File: config.mk
export PLATFORM = sky130hd
export DESIGN_NAME = ptcc_ctrl
export DESIGN_NICKNAME = d
export VERILOG_FILES = /design/src/rtl/ptcc_pkg.sv /design/src/rtl/ptcc_ctrl.sv
export SDC_FILE = /design/constraint.sdc
export NUM_CORES = 1
export LEC_CHECK = 0
export BUFFER_PORTS_ARGS = -buffer_cell sky130_fd_sc_hd__buf_2
export CAP_MARGIN = 40
export CORE_AREA = 2 2 39 41
export CTS_BUF_LIST = sky130_fd_sc_hd__clkbuf_16
export DETAILED_ROUTE_END_ITERATION = 8
export DIE_AREA = 0 0 41 43
export PLACE_DENSITY = 0.49
export SLEW_MARGIN = 20
export SYNTH_ARGS = -nofsm -noshare
export SYNTH_HDL_FRONTEND = slang
export SYNTH_SLANG_ARGS = --single-unit
export TNS_END_PERCENT = 20
File: constraint.sdc
create_clock -name aclk -period 2 [get_ports aclk]
set_input_delay 0.3 -clock aclk [delete_from_list [all_inputs] [get_ports aclk]]
set_output_delay 0.3 -clock aclk [all_outputs]
set_load 0.02 [all_outputs]
File: src/rtl/ptcc_pkg.sv
// ----------------------------------------------------------------------------
// ptcc_pkg
// Types and constants shared by the periodic task conflict checker.
// ----------------------------------------------------------------------------
package ptcc_pkg;

    localparam int TIME_W = 31;
    localparam int ST_W   = TIME_W + 2;

    typedef struct packed {
        logic [TIME_W-1:0] start_time;
        logic [TIME_W-1:0] end_time;
        logic [TIME_W-1:0] period;
        logic              last;
    } ptcc_in_t;

    typedef struct packed {
        logic conflict;
        logic overflow;
    } ptcc_out_t;

    typedef struct packed {
        logic [ST_W-1:0]   start;
        logic [ST_W-1:0]   fin;
        logic [TIME_W-1:0] period;
    } ptcc_entry_t;

    typedef struct packed {
        logic push;
        logic scan_clr;
        logic scan_rd;
        logic reinsert;
        logic take_last;
        logic move_wr;
        logic emit;
        logic emit_conflict;
    } ptcc_cmd_t;

    typedef struct packed {
        logic cnt_zero;
        logic scan_last;
        logic below_hz;
        logic hit_busy;
        logic periodic;
        logic out_free;
    } ptcc_sts_t;

endpackage

File: src/rtl/ptcc_ctrl.sv
// ----------------------------------------------------------------------------
// ptcc_ctrl
// Sequencer for task loading, sweep steps and result hand-off.
// ----------------------------------------------------------------------------
module ptcc_ctrl import ptcc_pkg::*; (
    input  logic      aclk,
    input  logic      aresetn,
    input  logic      s_valid,
    input  logic      s_last,
    output logic      s_ready,
    input  ptcc_sts_t sts,
    output ptcc_cmd_t cmd
);

    localparam logic [2:0] ST_IDLE   = 3'd0;
    localparam logic [2:0] ST_START  = 3'd1;
    localparam logic [2:0] ST_SCAN   = 3'd2;
    localparam logic [2:0] ST_DRAIN  = 3'd3;
    localparam logic [2:0] ST_DECIDE = 3'd4;
    localparam logic [2:0] ST_MOVE   = 3'd5;
    localparam logic [2:0] ST_EMIT   = 3'd6;

    logic [2:0] state_reg, state_next;
    logic       conf_reg, conf_next;

    always_comb begin
        state_next = state_reg;
        conf_next  = conf_reg;
        cmd        = '0;
        s_ready    = 1'b0;
        unique case (state_reg)
            ST_IDLE: begin
                s_ready = 1'b1;
                if (s_valid) begin
                    cmd.push = 1'b1;
                    if (s_last) begin
                        state_next = ST_START;
                    end
                end
            end
            ST_START: begin
                if (sts.cnt_zero) begin
                    conf_next  = 1'b0;
                    state_next = ST_EMIT;
                end else begin
                    cmd.scan_clr = 1'b1;
                    state_next   = ST_SCAN;
                end
            end
            ST_SCAN: begin
                cmd.scan_rd = 1'b1;
                if (sts.scan_last) begin
                    state_next = ST_DRAIN;
                end
            end
            ST_DRAIN: begin
                state_next = ST_DECIDE;
            end
            ST_DECIDE: begin
                priority if (!sts.below_hz) begin
                    conf_next  = 1'b0;
                    state_next = ST_EMIT;
                end else if (sts.hit_busy) begin
                    conf_next  = 1'b1;
                    state_next = ST_EMIT;
                end else if (sts.periodic) begin
                    cmd.reinsert = 1'b1;
                    state_next   = ST_START;
                end else begin
                    cmd.take_last = 1'b1;
                    state_next    = ST_MOVE;
                end
            end
            ST_MOVE: begin
                cmd.move_wr = 1'b1;
                state_next  = ST_START;
            end
            ST_EMIT: begin
                if (sts.out_free) begin
                    cmd.emit          = 1'b1;
                    cmd.emit_conflict = conf_reg;
                    state_next        = ST_IDLE;
                end
            end
            default: begin
                state_next = ST_IDLE;
            end
        endcase
    end

    always_ff @(posedge aclk) begin
        if (!aresetn) begin
            state_reg <= ST_IDLE;
            conf_reg  <= 1'b0;
        end else begin
            state_reg <= state_next;
            conf_reg  <= conf_next;
        end
    end

endmodule
* After elaboration in Yosys (flattened, before gate mapping)
Cells that the tools add are included.
Word-level totals: bits of input ports 10, output and inout port bits 9, logic and storage cells 45, flip-flop bits (word level) 4
Cells by class: reductions and logical operators 4, muxes and demuxes 27, equal/unequal tests 12
Operator list (number):
- 3-bit 2-to-1 mux | 8
- 3-bit one-hot mux with 7 select lines | 1
- 1-bit 2-to-1 mux | 12
- 2-bit 2-to-1 mux | 5
- 2-bit inequality test (second input constant) | 5
- 3-bit equality test (second input constant) | 3
- 3-bit by 2-bit equality test with 1-bit output (second input constant) | 2
- 4-bit AND reduction | 1
- 3-bit by 1-bit equality test with 1-bit output (second input constant) | 1
- 3-bit zero test | 1
- 3-bit inequality test (second input constant) | 1
- 3-bit AND reduction | 1
- 1-bit one-hot mux with 2 select lines | 1
- 2-bit nonzero test | 1

* Longest topological paths before layout
Gate-level depths: netlist of run 1.
depth in word-level cells 4, mapped depth 4, mapped depth without buffers 3

* Worst setup path after synthesis of run 1
No wires, ideal clock.
kind register to output, from register state_reg[2], to output cmd[3] (netlist bit), data arrival time 1.346 ns, slack 0.354 ns, stages on the path, launching flop included 4, required time 1.700 ns, cells stage by stage dfxtp_1 > buf_6 > or3b_4 > nor3b_1
RTL lines:
- from (decl) | line ptcc_ctrl.sv:23 | logic [2:0] state_reg, state_next;
- from (signal assigned) | line ptcc_ctrl.sv:96 | state_reg <= state_next;
- to (decl) | line ptcc_ctrl.sv:12 | output ptcc_cmd_t cmd

==> metrics.md, run 1 <==
| Metric | Value |
|---|---|
| Starting Density | around a quarter |
| Net Sw Power | just over 0.0003 W |
| Most frequent cells after synthesis | a21oi_1, dfxtp_1 |
| Peak supply drop | about 0.72 mV |
| Yosys top cell by area | dfxtp_1 |
| Chip width | roughly 41 microns |
| Yosys warns | 0 |
| Worst-path cell chain | or3b_4 > nor3b_1 > buf_2 |
| Fin crit period | between 1.5 and 2 ns |
| Final setup TNS | 0 ns |
| Fillers | 146 |
| Total power | around 0.00086 W |
| Yosys reg bits | 4 |
| Final Skew | slightly above 0.002 ns |
| Largest net degree at the start of global routing | 11 |
| Combinational share of power | around 46% |
| Vias in the first global route | about 350 |
| Number of synthesized flops with an enable pin | 0 |
| Detailed placement HPWL | 647 microns |
| Worst slew margin | about four fifths |
| Die ar. | approximately 1800 sq um |
| Nets | 74 |
| Cell Rows | 14 |
| Worst hold path type | in2reg |
| Cell variety after synth | 24 |
| Sw Ratio | about 36% |
| Final Hold Fails | 0 |
| CP Launch Type | flip-flop |
| Mapped Cells | between 40 and 50 |
| Hold buffer count at cts | 0 |
| Seq/Total Area, Yosys | roughly a quarter |
| CP Capture Type | output pin |
| Synth top area share | about 24% |
| Area of the multi-input gates | about 230 sq um |
| Outcome | finished clean |
| Clock-pin slew on the worst setup and hold paths | roughly 0.03 ns |
| Top FF cell, synth | dfxtp_1 |
| Wire per inst | 11.1 microns |
| Post-synthesis to final-layout area growth | 53.8% |
| Vias per inst | around 5 |
| Top cells by area, synth | dfxtp_1, and3b_1, nor3b_1 |
| Grt ovf | 0 |
| FFs w/ async S/R, synth | 0% |
| Worst-Skew Late Latency | about 0.23 ns |
| Post-route ant nets | 0 |
| # IOs | 19 |
| Antenna diode count | 0 |
| Dpl ws | between 0.4 and 0.5 ns |
| Power per cell area | between 1500 and 2000 nW/um^2 |
| Via Count | 386 |
| Slew Limit Fails | 0 |
| Slowest CP cell | dfxtp_1 |
| Final GP Congestion | 0.756 |
| Drt first pass iters | 4 |
| Core Region | about 1400 sq um |
| Mapped Area | about 330 sq um |
| CTS sink count | 4 |
| Leak Pwr | between 0.2 and 0.3 nW |
| Cell-internal power | between 0.0005 and 0.0006 W |
| Fmax | 0.553 GHz |
| Buffers & Inverters on Critical Path | 1 |
| PortBufs | 18 |
| Die height | 43 microns |
| H-tree depth | 1 |
| RSZ-0062 raised after global routing | false |
| Least-Margin Pin Slew | around 0.31 ns |
| Largest delay share family, worst path | simple AND/OR/NAND/NOR gates |
| Total CTS buffers | 3 |
| Worst path max stage delay | roughly 0.47 ns |
| Root buffer cell | clkbuf_16 |
| CP max FO | 10 |
| Mean post-synth cell area | approximately 8 sq um |
| Arr. time, crit path | around 1.5 ns |
| Clk pwr share | 36.8% |
| Reg power frac | 17.0% |
| Storage cell area | ~80 sq um |
| DRT iter0 DRCs | 8 |
| Fin crit share | roughly nine tenths |
| Initial antenna violation count | 0 |
| Max reg flops | 3 |
| Global-route wire length before repair | roughly 1400 microns |
| Crit path required time | between 1.5 and 2 ns |
| # Max-Cap Violations | 0 |
| Tot GR Track Use | between 10% and 20% |
| Max clock buf depth | 2 |
| # setup viols final | 0 |
| Final worst setup slack | 0.193 ns |
| Post_cts resized | 0 |
| Residual DRC | 0 |
| Worst Path Class, Setup | reg2out |
| Share of cells above drive strength 1 | 38.7% |
| Total wire length | 866 microns |
| CTS tree | done |
| Synthesized Nets | 52 |
| Postcts setup bufs | 0 |
final timing paths:
check	from	endpoint	slack, ns	cells past startpoint
setup / recovery	state_reg[2]	cmd[3]	0.19	3
hold reg to reg	conf_reg	conf_reg	0.53	2
hold / removal	aresetn	state_reg[2]	0.35	2
setup reg to reg	state_reg[2]	state_reg[1]	0.68	3
through the flow:
step / utilization (%) / cell area [sq um] / hold slack, ns / cells
2_1_floorplan: - / 333 / 0.428 / 42
6_report: 37.0 / 512 / 0.351 / 78
3_3_place_gp: 31.6 / 437 / 0.540 / 75
3_5_place_dp: 31.6 / 437 / 0.531 / 75
5_1_grt: 37.0 / 512 / 0.363 / 78
4_1_cts: 37.0 / 512 / 0.355 / 78
kinds of logic (layout without fill, tap and decap cells):
kind of cell / count (synthesis) / in the layout / synth area share [%]
AND/OR/NAND/NOR: 20 / 20 / 39.5
AO/OA/AOI/OAI: 13 / 13 / 26.3
flip-flops: 4 / 4 / 24.1
buffers and inverters: 4 / 24 / 7.52
XOR/XNOR: 1 / 1 / 2.63
power by group through the flow:
stage	clock, W	sequential, W	combinational, W
after floorplan	0	0.000124	0.000321
after global placement	0	0.000148	0.000400
after detailed placement	0	0.000147	0.000396
after CTS	0.000316	0.000145	0.000398
after global routing	0.000321	0.000152	0.000452
final	0.000315	0.000146	0.000396
area by class of cell:
cell class | count | area share (%)
multi-input cells | 34 | 44.5
repair buffers | 20 | 20.5
flip-flops and latches | 4 | 15.6
inverters | 1 | 0.733
clock buffers | 3 | 14.7
well taps | 16 | 3.91
layer usage:
| metal | routed length, microns | track usage, % | vias up |
|---|---|---|---|
| li1 | - | - | 196 |
| met1 | 385 | 14.5 | 169 |
| met2 | 381 | 17.2 | 18 |
| met3 | 76 | 6.28 | 3 |
| met4 | 22 | 8.00 | 0 |
| met5 | 0 | 0 | - |
cell usage in the layout (no fill, tap or decap), drive strengths merged, types with 2 or more instances in the layout:
cell type  instances
and2               2
buf               20
nor3b              3
dfxtp              4
nor2               3
and3b              3
o22ai              2
a21oi              4
nor3               3
nor2b              2
clkbuf             3
No activity file was read; power rests on OpenSTA's default activity.
==> run 2, diff against run 1 <==
==> constraint.sdc (replaced) <==
create_clock -name aclk -period 2 [get_ports aclk]
set_input_delay 0.1 -clock aclk [delete_from_list [all_inputs] [get_ports aclk]]
set_output_delay 0.1 -clock aclk [all_outputs]
set_load 0.02 [all_outputs]
==> metrics.md, run 2 (synthesized netlist as in run 1, its figures left out) <==
| Metric | Value |
|---|---|
| Outcome | finished clean |
| Die ar. | 1760 sq um (unchanged) |
| Chip width | 41 microns (unchanged) |
| CTS tree | done |
| CP Launch Type | flip-flop |
| Fin Hold WS | 0.151 ns (-0.199 ns) |
| Drt first pass iters | 4 (unchanged) |
| CTS sink count | 4 (unchanged) |
| # setup viols final | 0 (unchanged) |
| Antenna diode count | 0 (unchanged) |
| Final Hold Fails | 0 (unchanged) |
| Crit path required time | 1.90 ns (+0.20 ns) |
| Grt ovf | 0 (unchanged) |
| Total CTS buffers | 3 (unchanged) |
| Total wire length | 823 microns (-5.0%) |
| Tot GR Track Use | 12.0% (-0.41 points) |
| Global-route wire length before repair | 1240 microns (-13%) |
| Power per cell area | 1650 nW/um^2 (-1.5%) |
| DRT iter0 DRCs | 4 (-4) |
| Postcts setup bufs | 0 (unchanged) |
| Most frequent cells in the layout | buf_2, a21oi_1, dfxtp_1 |
| Vias in the first global route | 302 (-13%) |
| Arr. time, crit path | 1.51 ns (about the same) |
| Leak Pwr | 0.241 nW (-4.2%) |
| Worst slew margin | 73.2% (-6.2 points) |
| Hold buffer count at cts | 0 (unchanged) |
| Initial antenna violation count | 0 (unchanged) |
| Final worst setup slack | 0.391 ns (+0.198 ns) |
| Least-Margin Pin Slew | 0.402 ns (+0.0938 ns) |
| Post_cts resized | 0 (unchanged) |
| Most common cell after layout, fill and taps aside | buf_2 |
| Via Count | 362 (-6.2%) |
| Clock-pin slew on the worst setup and hold paths | 0.03 ns (about the same) |
| Final Skew | 0.00156 ns (-0.000516 ns) |
| Post-route ant nets | 0 (unchanged) |
| Fmax | 0.621 GHz (+12%) |
| Largest net degree at the start of global routing | 15 (+4) |
| Detailed placement HPWL | 602 microns (-7.0%) |
| Final core utilization | 35.9% (-1.1 points) |
| Core Region | 1380 sq um (unchanged) |
| # Max-Cap Violations | 0 (unchanged) |
| Vias per inst | 4.76 (-3.7%) |
| Max clock buf depth | 2 (unchanged) |
| CP max FO | 10 (unchanged) |
| Wire per inst | 10.8 microns (-2.5%) |
| Final GP Congestion | 0.731 (-3.3%) |
| # IOs | 19 (unchanged) |
| Clk pwr share | 37.9% (+1.1 points) |
| H-tree depth | 1 (unchanged) |
| Sw Ratio | 36.2% (+0.077 points) |
| Fin crit share | 80.5% (-9.9 points) |
| Combinational share of power | 39.7% (-6.5 points) |
| Share of cells above drive strength 1 | 36.7% (-2.0 points) |
| Fillers | 152 (+4.1%) |
| CP Capture Type | output pin |
| Starting Density | 24.1% (unchanged) |
| Peak supply drop | 0.563 mV (-21%) |
| Reg power frac | 22.4% (+5.4 points) |
| Worst Path Class, Setup | reg2out |
| Slew Limit Fails | 0 (unchanged) |
| RSZ-0062 raised after global routing | false |
| Dpl ws | 0.650 ns (+0.225 ns) |
| Net Sw Power | 0.000297 W (-4.2%) |
| PortBufs | 18 (unchanged) |
| Worst hold path type | in2reg |
| Worst-Skew Late Latency | 0.22 ns (about the same) |
| Root buffer cell | clkbuf_16 |
| Final setup TNS | 0 ns (unchanged) |
| Post-synthesis to final-layout area growth | 49.2% |
| Residual DRC | 0 (unchanged) |
| Fin crit period | 1.61 ns (-0.198 ns) |
| Die height | 43 microns (unchanged) |
| Cell Rows | 14 (unchanged) |
| Cell-internal power | 0.000523 W (-4.6%) |
| Max reg flops | 3 (unchanged) |
| Nets | 72 (-2.7%) |
[run 2: cell count changes in the layout (fill, tap and decap cells not counted), sizes merged]
cell	before	now
buf	20	18
[run 2: metal layers]
metal,track usage [%],vias to the layer above,routed length [microns]
met3,6.28,5,87
met4,16.0,0,45
met1,13.1,147,353
met2,13.4,18,336
met5,0,-,0
li1,-,192,-
[run 2: power by group through the flow]
stage | Combinational, W | Clock [W] | Sequential, W
2_1_floorplan | 0.000321 | 0 | 0.000124
3_3_place_gp | 0.000332 | 0 | 0.000185
3_5_place_dp | 0.000327 | 0 | 0.000184
4_1_cts | 0.000329 | 0.000318 | 0.000182
5_1_grt | 0.000366 | 0.000323 | 0.000196
6_report | 0.000326 | 0.000310 | 0.000184
[run 2: critical path, cell delays in order, from the launching register on]
cell,delay (ns)
dfxtp_1,0.47
or3b_4,0.45
nor3b_1,0.17
buf_2,0.19
[run 2: final timing paths]
| check | startpoint | endpoint | slack [ns] | cells past startpoint |
|---|---|---|---|---|
| setup reg to reg | state_reg[2] | state_reg[1] | 0.68 | 3 |
| hold reg to reg | conf_reg | conf_reg | 0.53 | 2 |
| hold / removal | aresetn | state_reg[2] | 0.15 | 2 |
| setup / recovery | state_reg[2] | cmd[3] | 0.39 | 3 |
[run 2: layout make-up]
| cell class | instances | area (sq um) | area share, % |
|---|---|---|---|
| inverters | 1 | 3.75 | 0.756 |
| multi-input cells | 34 | 228 | 45.8 |
| clock buffers | 3 | 75.1 | 15.1 |
| well taps | 16 | 20.0 | 4.03 |
| repair buffers | 18 | 90.1 | 18.1 |
| flip-flops and latches | 4 | 80.1 | 16.1 |
[run 2: metrics by stage]
step	cell area, sq um	power [W]	cells
after floorplan	333	0.000445	42
after global placement	422	0.000517	73
after detailed placement	422	0.000511	73
after CTS	497	0.000829	76
after global routing	497	0.000885	76
final	497	0.000820	76
